`src/sv/itrt_pkg.sv`:
```
// ----------------------------------------------------------------------------
// itrt_pkg: shared types and constants for the integer to radix text unit
// Widths, the job record passed from front to back, and the digit glyphs.
// ----------------------------------------------------------------------------
package itrt_pkg;

    localparam int VALUE_WIDTH = 32;

    // Radix limits and the fallback radix.
    localparam int BASE_W       = 5;
    localparam int DEFAULT_BASE = 10;
    localparam int MIN_BASE     = 2;
    localparam int MAX_BASE     = 16;

    // Division runs DIV_STEPS restoring steps per cycle on a padded dividend.
    localparam int DIV_STEPS  = 8;
    localparam int DIV_CYCLES = (VALUE_WIDTH + DIV_STEPS - 1) / DIV_STEPS;
    localparam int PAD_W      = DIV_CYCLES * DIV_STEPS;
    localparam int DIV_CYC_W  = $clog2(DIV_CYCLES + 1);

    // Digit stack: one entry per possible digit.
    localparam int DIGIT_W = 4;
    localparam int STACK_DEPTH = VALUE_WIDTH;
    localparam int STACK_IDX_W = $clog2(STACK_DEPTH);
    localparam int STACK_CNT_W = $clog2(STACK_DEPTH + 1);

    // Queue between front and back.
    localparam int QUEUE_DEPTH = 2;
    localparam int QUEUE_IDX_W = $clog2(QUEUE_DEPTH);
    localparam int QUEUE_CNT_W = $clog2(QUEUE_DEPTH + 1);

    localparam int CHAR_W = 7;
    localparam logic [CHAR_W-1:0] CHAR_MINUS       = 7'h2D;
    localparam logic [CHAR_W-1:0] CHAR_ZERO        = 7'h30;
    localparam logic [CHAR_W-1:0] CHAR_ALPHA_BIAS  = 7'h57;  // 'a' minus ten

    typedef logic [PAD_W-1:0] t_pad;

    typedef struct packed {
        logic                   neg;
        logic [BASE_W-1:0]      base;
        logic [VALUE_WIDTH-1:0] mag;
    } t_job;

    typedef enum logic [1:0] {
        S_IDLE,
        S_DIV,
        S_SIGN,
        S_EMIT
    } t_back_state;

    function automatic logic [CHAR_W-1:0] digit_glyph(input logic [DIGIT_W-1:0] d);
        logic [CHAR_W-1:0] g;
        if (d < DIGIT_W'(DEFAULT_BASE)) begin
            g = CHAR_ZERO + CHAR_W'(d);
        end else begin
            g = CHAR_ALPHA_BIAS + CHAR_W'(d);
        end
        return g;
    endfunction

endpackage

```
`src/sv/itrt_if.sv`:
```
// ----------------------------------------------------------------------------
// itrt_if: channel interfaces of the integer to radix text unit
// One interface for the request channel and one for the character channel.
// ----------------------------------------------------------------------------
interface itrt_in_if;
    import itrt_pkg::*;

    logic                   valid;
    logic                   ready;
    logic                   mode;
    logic [VALUE_WIDTH-1:0] value;
    logic [7:0]             base;

    modport source (output valid, output mode, output value, output base, input ready);
    modport sink   (input valid, input mode, input value, input base, output ready);
endinterface

interface itrt_out_if;
    import itrt_pkg::*;

    logic              valid;
    logic              ready;
    logic [CHAR_W-1:0] character;
    logic              last;

    modport source (output valid, output character, output last, input ready);
    modport sink   (input valid, input character, input last, output ready);
endinterface

```
`src/sv/integer_to_radix_text_unit.sv`:
```
// ----------------------------------------------------------------------------
// integer_to_radix_text_unit: integer to ASCII text in radix 2 to 16
// Converts one value per request into a stream of characters, last marked.
// ----------------------------------------------------------------------------
// A request is mode 0 (unsigned, radix from base, radix 10 when base is
// outside 2 to 16) or mode 1 (signed decimal, a leading '-' for negative
// values). Characters come out most significant digit first, with lower-case
// letters for digits above nine, and last is set on the final beat. The back
// end works on one conversion at a time: it picks up the job, runs the radix
// divider for each digit (eight quotient bits per cycle over the 32-bit
// magnitude), then sends the characters out one by one, '-' included, as the
// output accepts them. A two-entry job queue lets new requests be taken while
// the back end is busy.
module integer_to_radix_text_unit (
    input  logic       i_clk,
    input  logic       i_rst_n,
    itrt_in_if.sink    i_in,
    itrt_out_if.source o_out
);
    import itrt_pkg::*;

    logic q_full, q_empty, q_push, q_pop;
    t_job front_job, back_job;

    itrt_front u_front (
        .i_in     (i_in),
        .i_q_full (q_full),
        .o_q_push (q_push),
        .o_q_job  (front_job)
    );

    itrt_queue u_queue (
        .i_clk   (i_clk),
        .i_rst_n (i_rst_n),
        .i_push  (q_push),
        .i_job   (front_job),
        .i_pop   (q_pop),
        .o_full  (q_full),
        .o_empty (q_empty),
        .o_job   (back_job)
    );

    itrt_back u_back (
        .i_clk     (i_clk),
        .i_rst_n   (i_rst_n),
        .i_q_empty (q_empty),
        .i_q_job   (back_job),
        .o_q_pop   (q_pop),
        .o_out     (o_out)
    );

endmodule

```
`src/sv/itrt_front.sv`:
```
// ----------------------------------------------------------------------------
// itrt_front: request intake and classification
// Picks the effective radix, detects a negative signed value and forms the
// magnitude, then hands the job to the queue.
// ----------------------------------------------------------------------------
module itrt_front (
    itrt_in_if.sink         i_in,
    input  logic            i_q_full,
    output logic            o_q_push,
    output itrt_pkg::t_job  o_q_job
);
    import itrt_pkg::*;

    logic base_ok;

    assign i_in.ready = !i_q_full;
    assign o_q_push   = i_in.valid && !i_q_full;

    assign base_ok = (i_in.base >= 8'(MIN_BASE)) && (i_in.base <= 8'(MAX_BASE));

    always_comb begin
        o_q_job.neg = i_in.mode && i_in.value[VALUE_WIDTH-1];
        if (i_in.mode || !base_ok) begin
            o_q_job.base = BASE_W'(DEFAULT_BASE);
        end else begin
            o_q_job.base = i_in.base[BASE_W-1:0];
        end
        if (o_q_job.neg) begin
            o_q_job.mag = '0 - i_in.value;
        end else begin
            o_q_job.mag = i_in.value;
        end
    end

endmodule

```
`src/sv/itrt_queue.sv`:
```
// ----------------------------------------------------------------------------
// itrt_queue: short job queue between front and back
// A small first-in first-out buffer of classified jobs.
// ----------------------------------------------------------------------------
module itrt_queue (
    input  logic            i_clk,
    input  logic            i_rst_n,
    input  logic            i_push,
    input  itrt_pkg::t_job  i_job,
    input  logic            i_pop,
    output logic            o_full,
    output logic            o_empty,
    output itrt_pkg::t_job  o_job
);
    import itrt_pkg::*;

    t_job                   r_mem [QUEUE_DEPTH];
    logic [QUEUE_IDX_W-1:0] r_wr_ptr, n_wr_ptr;
    logic [QUEUE_IDX_W-1:0] r_rd_ptr, n_rd_ptr;
    logic [QUEUE_CNT_W-1:0] r_count, n_count;
    logic                   do_push, do_pop;

    assign o_full  = (r_count == QUEUE_CNT_W'(QUEUE_DEPTH));
    assign o_empty = (r_count == '0);
    assign o_job   = r_mem[r_rd_ptr];

    assign do_push = i_push && !o_full;
    assign do_pop  = i_pop && !o_empty;

    always_comb begin
        n_wr_ptr = r_wr_ptr;
        n_rd_ptr = r_rd_ptr;
        n_count  = r_count;
        if (do_push) begin
            n_wr_ptr = (r_wr_ptr == QUEUE_IDX_W'(QUEUE_DEPTH - 1)) ? '0 : r_wr_ptr + 1'b1;
        end
        if (do_pop) begin
            n_rd_ptr = (r_rd_ptr == QUEUE_IDX_W'(QUEUE_DEPTH - 1)) ? '0 : r_rd_ptr + 1'b1;
        end
        if (do_push && !do_pop) begin
            n_count = r_count + 1'b1;
        end else if (do_pop && !do_push) begin
            n_count = r_count - 1'b1;
        end
    end

    always_ff @(posedge i_clk) begin
        if (!i_rst_n) begin
            r_wr_ptr <= '0;
            r_rd_ptr <= '0;
            r_count  <= '0;
        end else begin
            r_wr_ptr <= n_wr_ptr;
            r_rd_ptr <= n_rd_ptr;
            r_count  <= n_count;
        end
    end

    always_ff @(posedge i_clk) begin
        if (do_push) begin
            r_mem[r_wr_ptr] <= i_job;
        end
    end

endmodule

```
`src/sv/itrt_back.sv`:
```
// ----------------------------------------------------------------------------
// itrt_back: digit generation and character output
// Divides the magnitude by the radix repeatedly, stacks the remainders and
// pops them most significant first through a registered output beat.
// ----------------------------------------------------------------------------
module itrt_back (
    input  logic            i_clk,
    input  logic            i_rst_n,
    input  logic            i_q_empty,
    input  itrt_pkg::t_job  i_q_job,
    output logic            o_q_pop,
    itrt_out_if.source      o_out
);
    import itrt_pkg::*;

    t_back_state            r_state, n_state;
    t_pad                   r_dvd, n_dvd;
    logic [DIGIT_W-1:0]     r_rem, n_rem;
    logic [DIV_CYC_W-1:0]   r_cyc;
    logic [BASE_W-1:0]      r_base;
    logic                   r_neg;
    logic [DIGIT_W-1:0]     r_stack [STACK_DEPTH];
    logic [STACK_CNT_W-1:0] r_sp;
    logic                   r_out_valid;
    logic [CHAR_W-1:0]      r_char;
    logic                   r_last;

    logic                   slot_free;
    logic                   div_done;
    logic                   load_sign;
    logic                   load_digit;
    logic [STACK_CNT_W-1:0] top_cnt;
    logic [STACK_IDX_W-1:0] top_idx;

    assign o_out.valid     = r_out_valid;
    assign o_out.character = r_char;
    assign o_out.last      = r_last;

    assign slot_free = !r_out_valid || o_out.ready;
    assign div_done  = (r_state == S_DIV) && (r_cyc == DIV_CYC_W'(DIV_CYCLES - 1));
    assign top_cnt   = r_sp - 1'b1;
    assign top_idx   = top_cnt[STACK_IDX_W-1:0];

    // Restoring division by the radix, DIV_STEPS quotient bits per cycle.
    // The dividend shifts out at the top while quotient bits enter below.
    always_comb begin
        logic [DIGIT_W:0] t;
        logic             q;
        n_dvd = r_dvd;
        n_rem = r_rem;
        for (int i = 0; i < DIV_STEPS; i++) begin
            t = {n_rem, n_dvd[PAD_W-1]};
            q = (t >= (DIGIT_W + 1)'(r_base));
            if (q) begin
                t = t - (DIGIT_W + 1)'(r_base);
            end
            n_rem = t[DIGIT_W-1:0];
            n_dvd = {n_dvd[PAD_W-2:0], q};
        end
    end

    always_comb begin
        n_state    = r_state;
        o_q_pop    = 1'b0;
        load_sign  = 1'b0;
        load_digit = 1'b0;
        unique case (r_state)
            S_IDLE: begin
                if (!i_q_empty) begin
                    o_q_pop = 1'b1;
                    n_state = S_DIV;
                end
            end
            S_DIV: begin
                if (div_done && (n_dvd == '0)) begin
                    n_state = r_neg ? S_SIGN : S_EMIT;
                end
            end
            S_SIGN: begin
                if (slot_free) begin
                    load_sign = 1'b1;
                    n_state   = S_EMIT;
                end
            end
            S_EMIT: begin
                if (slot_free) begin
                    load_digit = 1'b1;
                    if (r_sp == STACK_CNT_W'(1)) begin
                        n_state = S_IDLE;
                    end
                end
            end
            default: n_state = S_IDLE;
        endcase
    end

    always_ff @(posedge i_clk) begin
        if (!i_rst_n) begin
            r_state     <= S_IDLE;
            r_cyc       <= '0;
            r_sp        <= '0;
            r_out_valid <= 1'b0;
        end else begin
            r_state <= n_state;

            if (o_q_pop) begin
                r_cyc <= '0;
                r_sp  <= '0;
            end else if (r_state == S_DIV) begin
                if (div_done) begin
                    r_cyc <= '0;
                    r_sp  <= r_sp + 1'b1;
                end else begin
                    r_cyc <= r_cyc + 1'b1;
                end
            end else if (load_digit) begin
                r_sp <= top_cnt;
            end

            if (load_sign || load_digit) begin
                r_out_valid <= 1'b1;
            end else if (o_out.ready) begin
                r_out_valid <= 1'b0;
            end
        end
    end

    always_ff @(posedge i_clk) begin
        if (o_q_pop) begin
            r_dvd  <= t_pad'(i_q_job.mag);
            r_rem  <= '0;
            r_base <= i_q_job.base;
            r_neg  <= i_q_job.neg;
        end else if (r_state == S_DIV) begin
            r_dvd <= n_dvd;
            r_rem <= div_done ? '0 : n_rem;
        end

        if (div_done) begin
            r_stack[r_sp[STACK_IDX_W-1:0]] <= n_rem;
        end

        if (load_sign) begin
            r_char <= CHAR_MINUS;
            r_last <= 1'b0;
        end else if (load_digit) begin
            r_char <= digit_glyph(r_stack[top_idx]);
            r_last <= (r_sp == STACK_CNT_W'(1));
        end
    end

endmodule
```
`src/flat_wrapper.sv`:
```
// flat-port wrapper written by rule: the top's interface ports become plain ports
module integer_to_radix_text_unit_flat import itrt_pkg::*;
  (i_clk, i_rst_n, i_in_valid, i_in_mode, i_in_value, i_in_base, i_in_ready, o_out_valid, o_out_character, o_out_last, o_out_ready);
  itrt_in_if i_in_i ();
  itrt_out_if o_out_i ();
  input  logic i_clk;
  input  logic i_rst_n;
  input wire logic [$bits(i_in_i.valid)-1:0] i_in_valid;
  input wire logic [$bits(i_in_i.mode)-1:0] i_in_mode;
  input wire logic [$bits(i_in_i.value)-1:0] i_in_value;
  input wire logic [$bits(i_in_i.base)-1:0] i_in_base;
  output wire logic [$bits(i_in_i.ready)-1:0] i_in_ready;
  output wire logic [$bits(o_out_i.valid)-1:0] o_out_valid;
  output wire logic [$bits(o_out_i.character)-1:0] o_out_character;
  output wire logic [$bits(o_out_i.last)-1:0] o_out_last;
  input wire logic [$bits(o_out_i.ready)-1:0] o_out_ready;
  assign i_in_i.valid = i_in_valid;
  assign i_in_i.mode = i_in_mode;
  assign i_in_i.value = i_in_value;
  assign i_in_i.base = i_in_base;
  assign i_in_ready = i_in_i.ready;
  assign o_out_valid = o_out_i.valid;
  assign o_out_character = o_out_i.character;
  assign o_out_last = o_out_i.last;
  assign o_out_i.ready = o_out_ready;
  integer_to_radix_text_unit u_core (.i_clk(i_clk), .i_rst_n(i_rst_n), .i_in(i_in_i), .o_out(o_out_i));
endmodule
```
`config.mk`:
```
export PLATFORM = sky130hd
export DESIGN_NAME = integer_to_radix_text_unit_flat
export DESIGN_NICKNAME = d
export VERILOG_FILES = /design/src/sv/itrt_pkg.sv /design/src/sv/itrt_if.sv /design/src/sv/integer_to_radix_text_unit.sv /design/src/sv/itrt_front.sv /design/src/sv/itrt_queue.sv /design/src/sv/itrt_back.sv /design/src/flat_wrapper.sv
export SDC_FILE = /design/constraint.sdc
export NUM_CORES = 1
export LEC_CHECK = 0
export ABC_AREA = 1
export BUFFER_PORTS_ARGS = -buffer_cell sky130_fd_sc_hd__clkbuf_2
export CORE_MARGIN = 8
export CORE_UTILIZATION = 39
export DETAILED_ROUTE_END_ITERATION = 8
export PLACE_DENSITY = 0.65
export SKIP_CTS_REPAIR_TIMING = 1
export SYNTH_ARGS = -nofsm -noshare
export SYNTH_HDL_FRONTEND = slang
export SYNTH_HIERARCHICAL = 1
export SYNTH_SLANG_ARGS = --single-unit
```
`constraint.sdc`:
```
create_clock -name i_clk -period 10.2 [get_ports i_clk]
set_input_delay 0.51 -clock i_clk [delete_from_list [all_inputs] [get_ports i_clk]]
set_output_delay 0.51 -clock i_clk [all_outputs]
set_load 0.01 [all_outputs]
```
==> metrics.md <==
| Metric | Value |
|---|---|
| Outcome | finished, final reports clean |
| Synth Area in Adders | 0.05758 |
| Critical Path AT | 10010 ps |
| Seq cells post-synth | 271 |
| Row Count | 70 |
| Number of instances in the placed design | 2060 |
| Max_slew headroom | 0.2457 |
| Gr busiest metal | met2 |
| Worst min-delay path category | primary input to flop |
| Initial drt markers | 659 |
| Die area | 43650 um2 |
| Leading area contributor after synthesis | edfxtp_1 |
| Setup violations, final | 0 |
| Largest stage delay, worst path | 360 ps |
| Final Hold Fails | 0 |
| Startpoint types | flop |
| Main area contributors after synthesis | edfxtp_1 (50%), nand2_1 (10%), inv_1 (5.4%) |
| Initial antenna violation count | 0 |
| Most common library cell in the layout ignoring fill and taps | nand2_1 |
| CP Class | flop to flop |
| I/O pin count | 55 |
| Largest net degree at the start of global routing | 75 |
| Synthesized instance count | 1544 |
| Required @ worst endpoint | 10650 ps |
| Seq/Total Area, Yosys | 0.5406 |
| Clk slew on worst S/H paths | 60 ps |
| CTS tree | done |
| Post-synth top flop | edfxtp_1 |
| Chip height | 208.9 um |
| Layout Area Growth over Synthesis | 14.97% |
| Largest family of logic cells by synthesized area | simple AND/OR/NAND/NOR gates |
| Syn nets | 1651 |
| Final ANT Viol Nets | 0 |
| GR Util All Layers | 0.1491 |
| YS warnings | 6 |
| Final Skew | 24.21 ps |
| Final wirelength | 32.73 mm |
| Pre-CTS WS | -326.7 ps |
| Worst slew pin tran | 1129 ps |
| Most frequent cells in the layout | nand2_1 (400), edfxtp_1 (242), inv_1 (202) |
| Multiplexer share of the synthesized area | 0.03543 |
| CP Capture Type | flop |
| Layout cells sized above 1 | 0.1605 |
| Max H-tree Level | 1 |
| Slowest-stage cell, CP | edfxtp_1 |
| XOR/XNOR share of the synthesized area | 0.02034 |
| Die X-Extent | 208.9 um |
| Final Util | 0.4558 |
| Input/output buffers | 54 |
| DRC violations left | 0 |
| GRT met3 Usage | 0.02335 |
| Avg WL per Cell | 15.40 um |
| CP max FO | 7 |
| CP dominant cell by count | nand2_1 |
| Syn_area_per_cell | 9.401 um2 |
| Setup ws final | 642.6 ps |
| Fin crit period | 9557 ps |
| Mapped cell area | 14520 um2 |
| Initial Util | 0.3965 |
| CTS Sinks | 271 |
| Final period utilization | 0.9370 |
| Layout Nets | 1741 |
| Antenna cells | 0 |
| Post-DP HPWL | 22.69 mm |
| Via density | 4.984 |
| Fin. max-slew vios | 0 |
| Grt ovf | 0 |
| CTS Buffer Depth | 3 |
| Detailed Routing Iterations Pass 1 | 6 |
| Core area | 36610 um2 |
| Fmax | 104.6 MHz |
| Clk root buf | clkbuf_16 |
| Post-synth ARST share | 0 |
| Global-route wire length before repair | 53.99 mm |
| Post-Synth Simple-Gate Area | 0.2093 |
| Max-cap violation count | 0 |
| Via count | 10.59k |
| Synth Area in Compound Gates | 0.06362 |
| Yosys cell types | 45 |
| Final setup TNS | 0 ps |
| Layout Cells excl Fill | 2125 |
| Top cell type's share of synthesized area | 0.5006 |
| Skew-Pair Late Insertion Delay | 570 ps |
| EDFF count, synth | 242 |
| Met2 usage | 0.2620 |
| Vias in the first global route | 10.62k |
| Gpl congestion | 0.9119 |
| Routing usage on met1 | 0.1878 |
| Total CTS buffers | 29 |
[flip-flops by register name, indices dropped and copies added (netlist names), 3 cells and up, named ones only]
name,count
u_core/u_back/r_base,5
u_core/u_back/r_rem,4
u_core/u_back/r_stack,128
u_core/u_queue/r_mem,76
u_core/u_back/r_sp,6
u_core/u_back/r_cyc,3
u_core/u_back/r_dvd,32
u_core/u_back/o_out.character,7
[critical path: cells and delay by family, from the launching register on]
kind	cells	cell delay [ps]
buffers and inverters	13	1270
AO/OA/AOI/OAI	16	2480
AND/OR/NAND/NOR	33	3180
flip-flops	1	360
adder cells (fa/ha/maj)	8	2150
[cell usage after synthesis (all sizes together), types with 6 or more instances]
cell type,number
fa,8
xnor2,13
mux2,39
nand2,414
inv,212
clkbuf,12
xor2,19
ha,54
dfxtp,29
a31oi,6
buf,29
nand3,113
o21ai,100
nand4,17
a21o,12
nor2,172
a21oi,19
o211ai,13
edfxtp,242
[per-layer routing]
metal / vias up / part of all wire
met1: 4949 / 0.43
met4: 0 / 0.028
li1: 5308 / -
met3: 66 / 0.050
met2: 268 / 0.49
met5: - / 0
[logic make-up after synthesis]
| group | count (synthesis) |
|---|---|
| adder cells (fa/ha/maj) | 62 |
| buffers and inverters | 254 |
| AND/OR/NAND/NOR | 727 |
| AO/OA/AOI/OAI | 159 |
| flip-flops | 271 |
| XOR/XNOR | 32 |
| multiplexers | 39 |
[through the flow]
step / hold slack, ps / cell area (um2)
2_1_floorplan: 412.9 / 14520
3_3_place_gp: 422.3 / 15400
3_5_place_dp: 434.4 / 15400
6_report: 168.3 / 16690
4_1_cts: 149.2 / 16330
5_1_grt: 163.5 / 16690
[worst paths after layout]
kind                                                    startpoint  slack [ps]                                     to  depth (start not counted)
worst max-delay path             u_core/u_back/r_base[3]$_DFFE_PP_         640  u_core/u_back/r_state[0]$_SDFFE_PN0P_                         70
worst min-delay path                                 i_in_value[0]         170   u_core/u_queue/r_mem[1][0]$_DFFE_PP_                          1
worst max register to register   u_core/u_back/r_base[3]$_DFFE_PP_         640  u_core/u_back/r_state[0]$_SDFFE_PN0P_                         70
worst min register to register  u_core/u_back/r_sp[5]$_SDFFE_PP0P_         440     u_core/u_back/r_sp[5]$_SDFFE_PP0P_                          1
[cell type report]
class | instances | area (um2)
multi-input combinational | 1020 | 5879
fill | 3430 | 19920
clock inverter | 22 | 187.7
sequential | 271 | 7850
timing repair buffer | 99 | 645.6
clock buffer | 32 | 737.0
inverter | 213 | 803.3
tap | 468 | 585.6
Power is left out: the tool's default activity adds up to more than one toggle a clock period on the data nets, which glitch-free logic cannot reach.
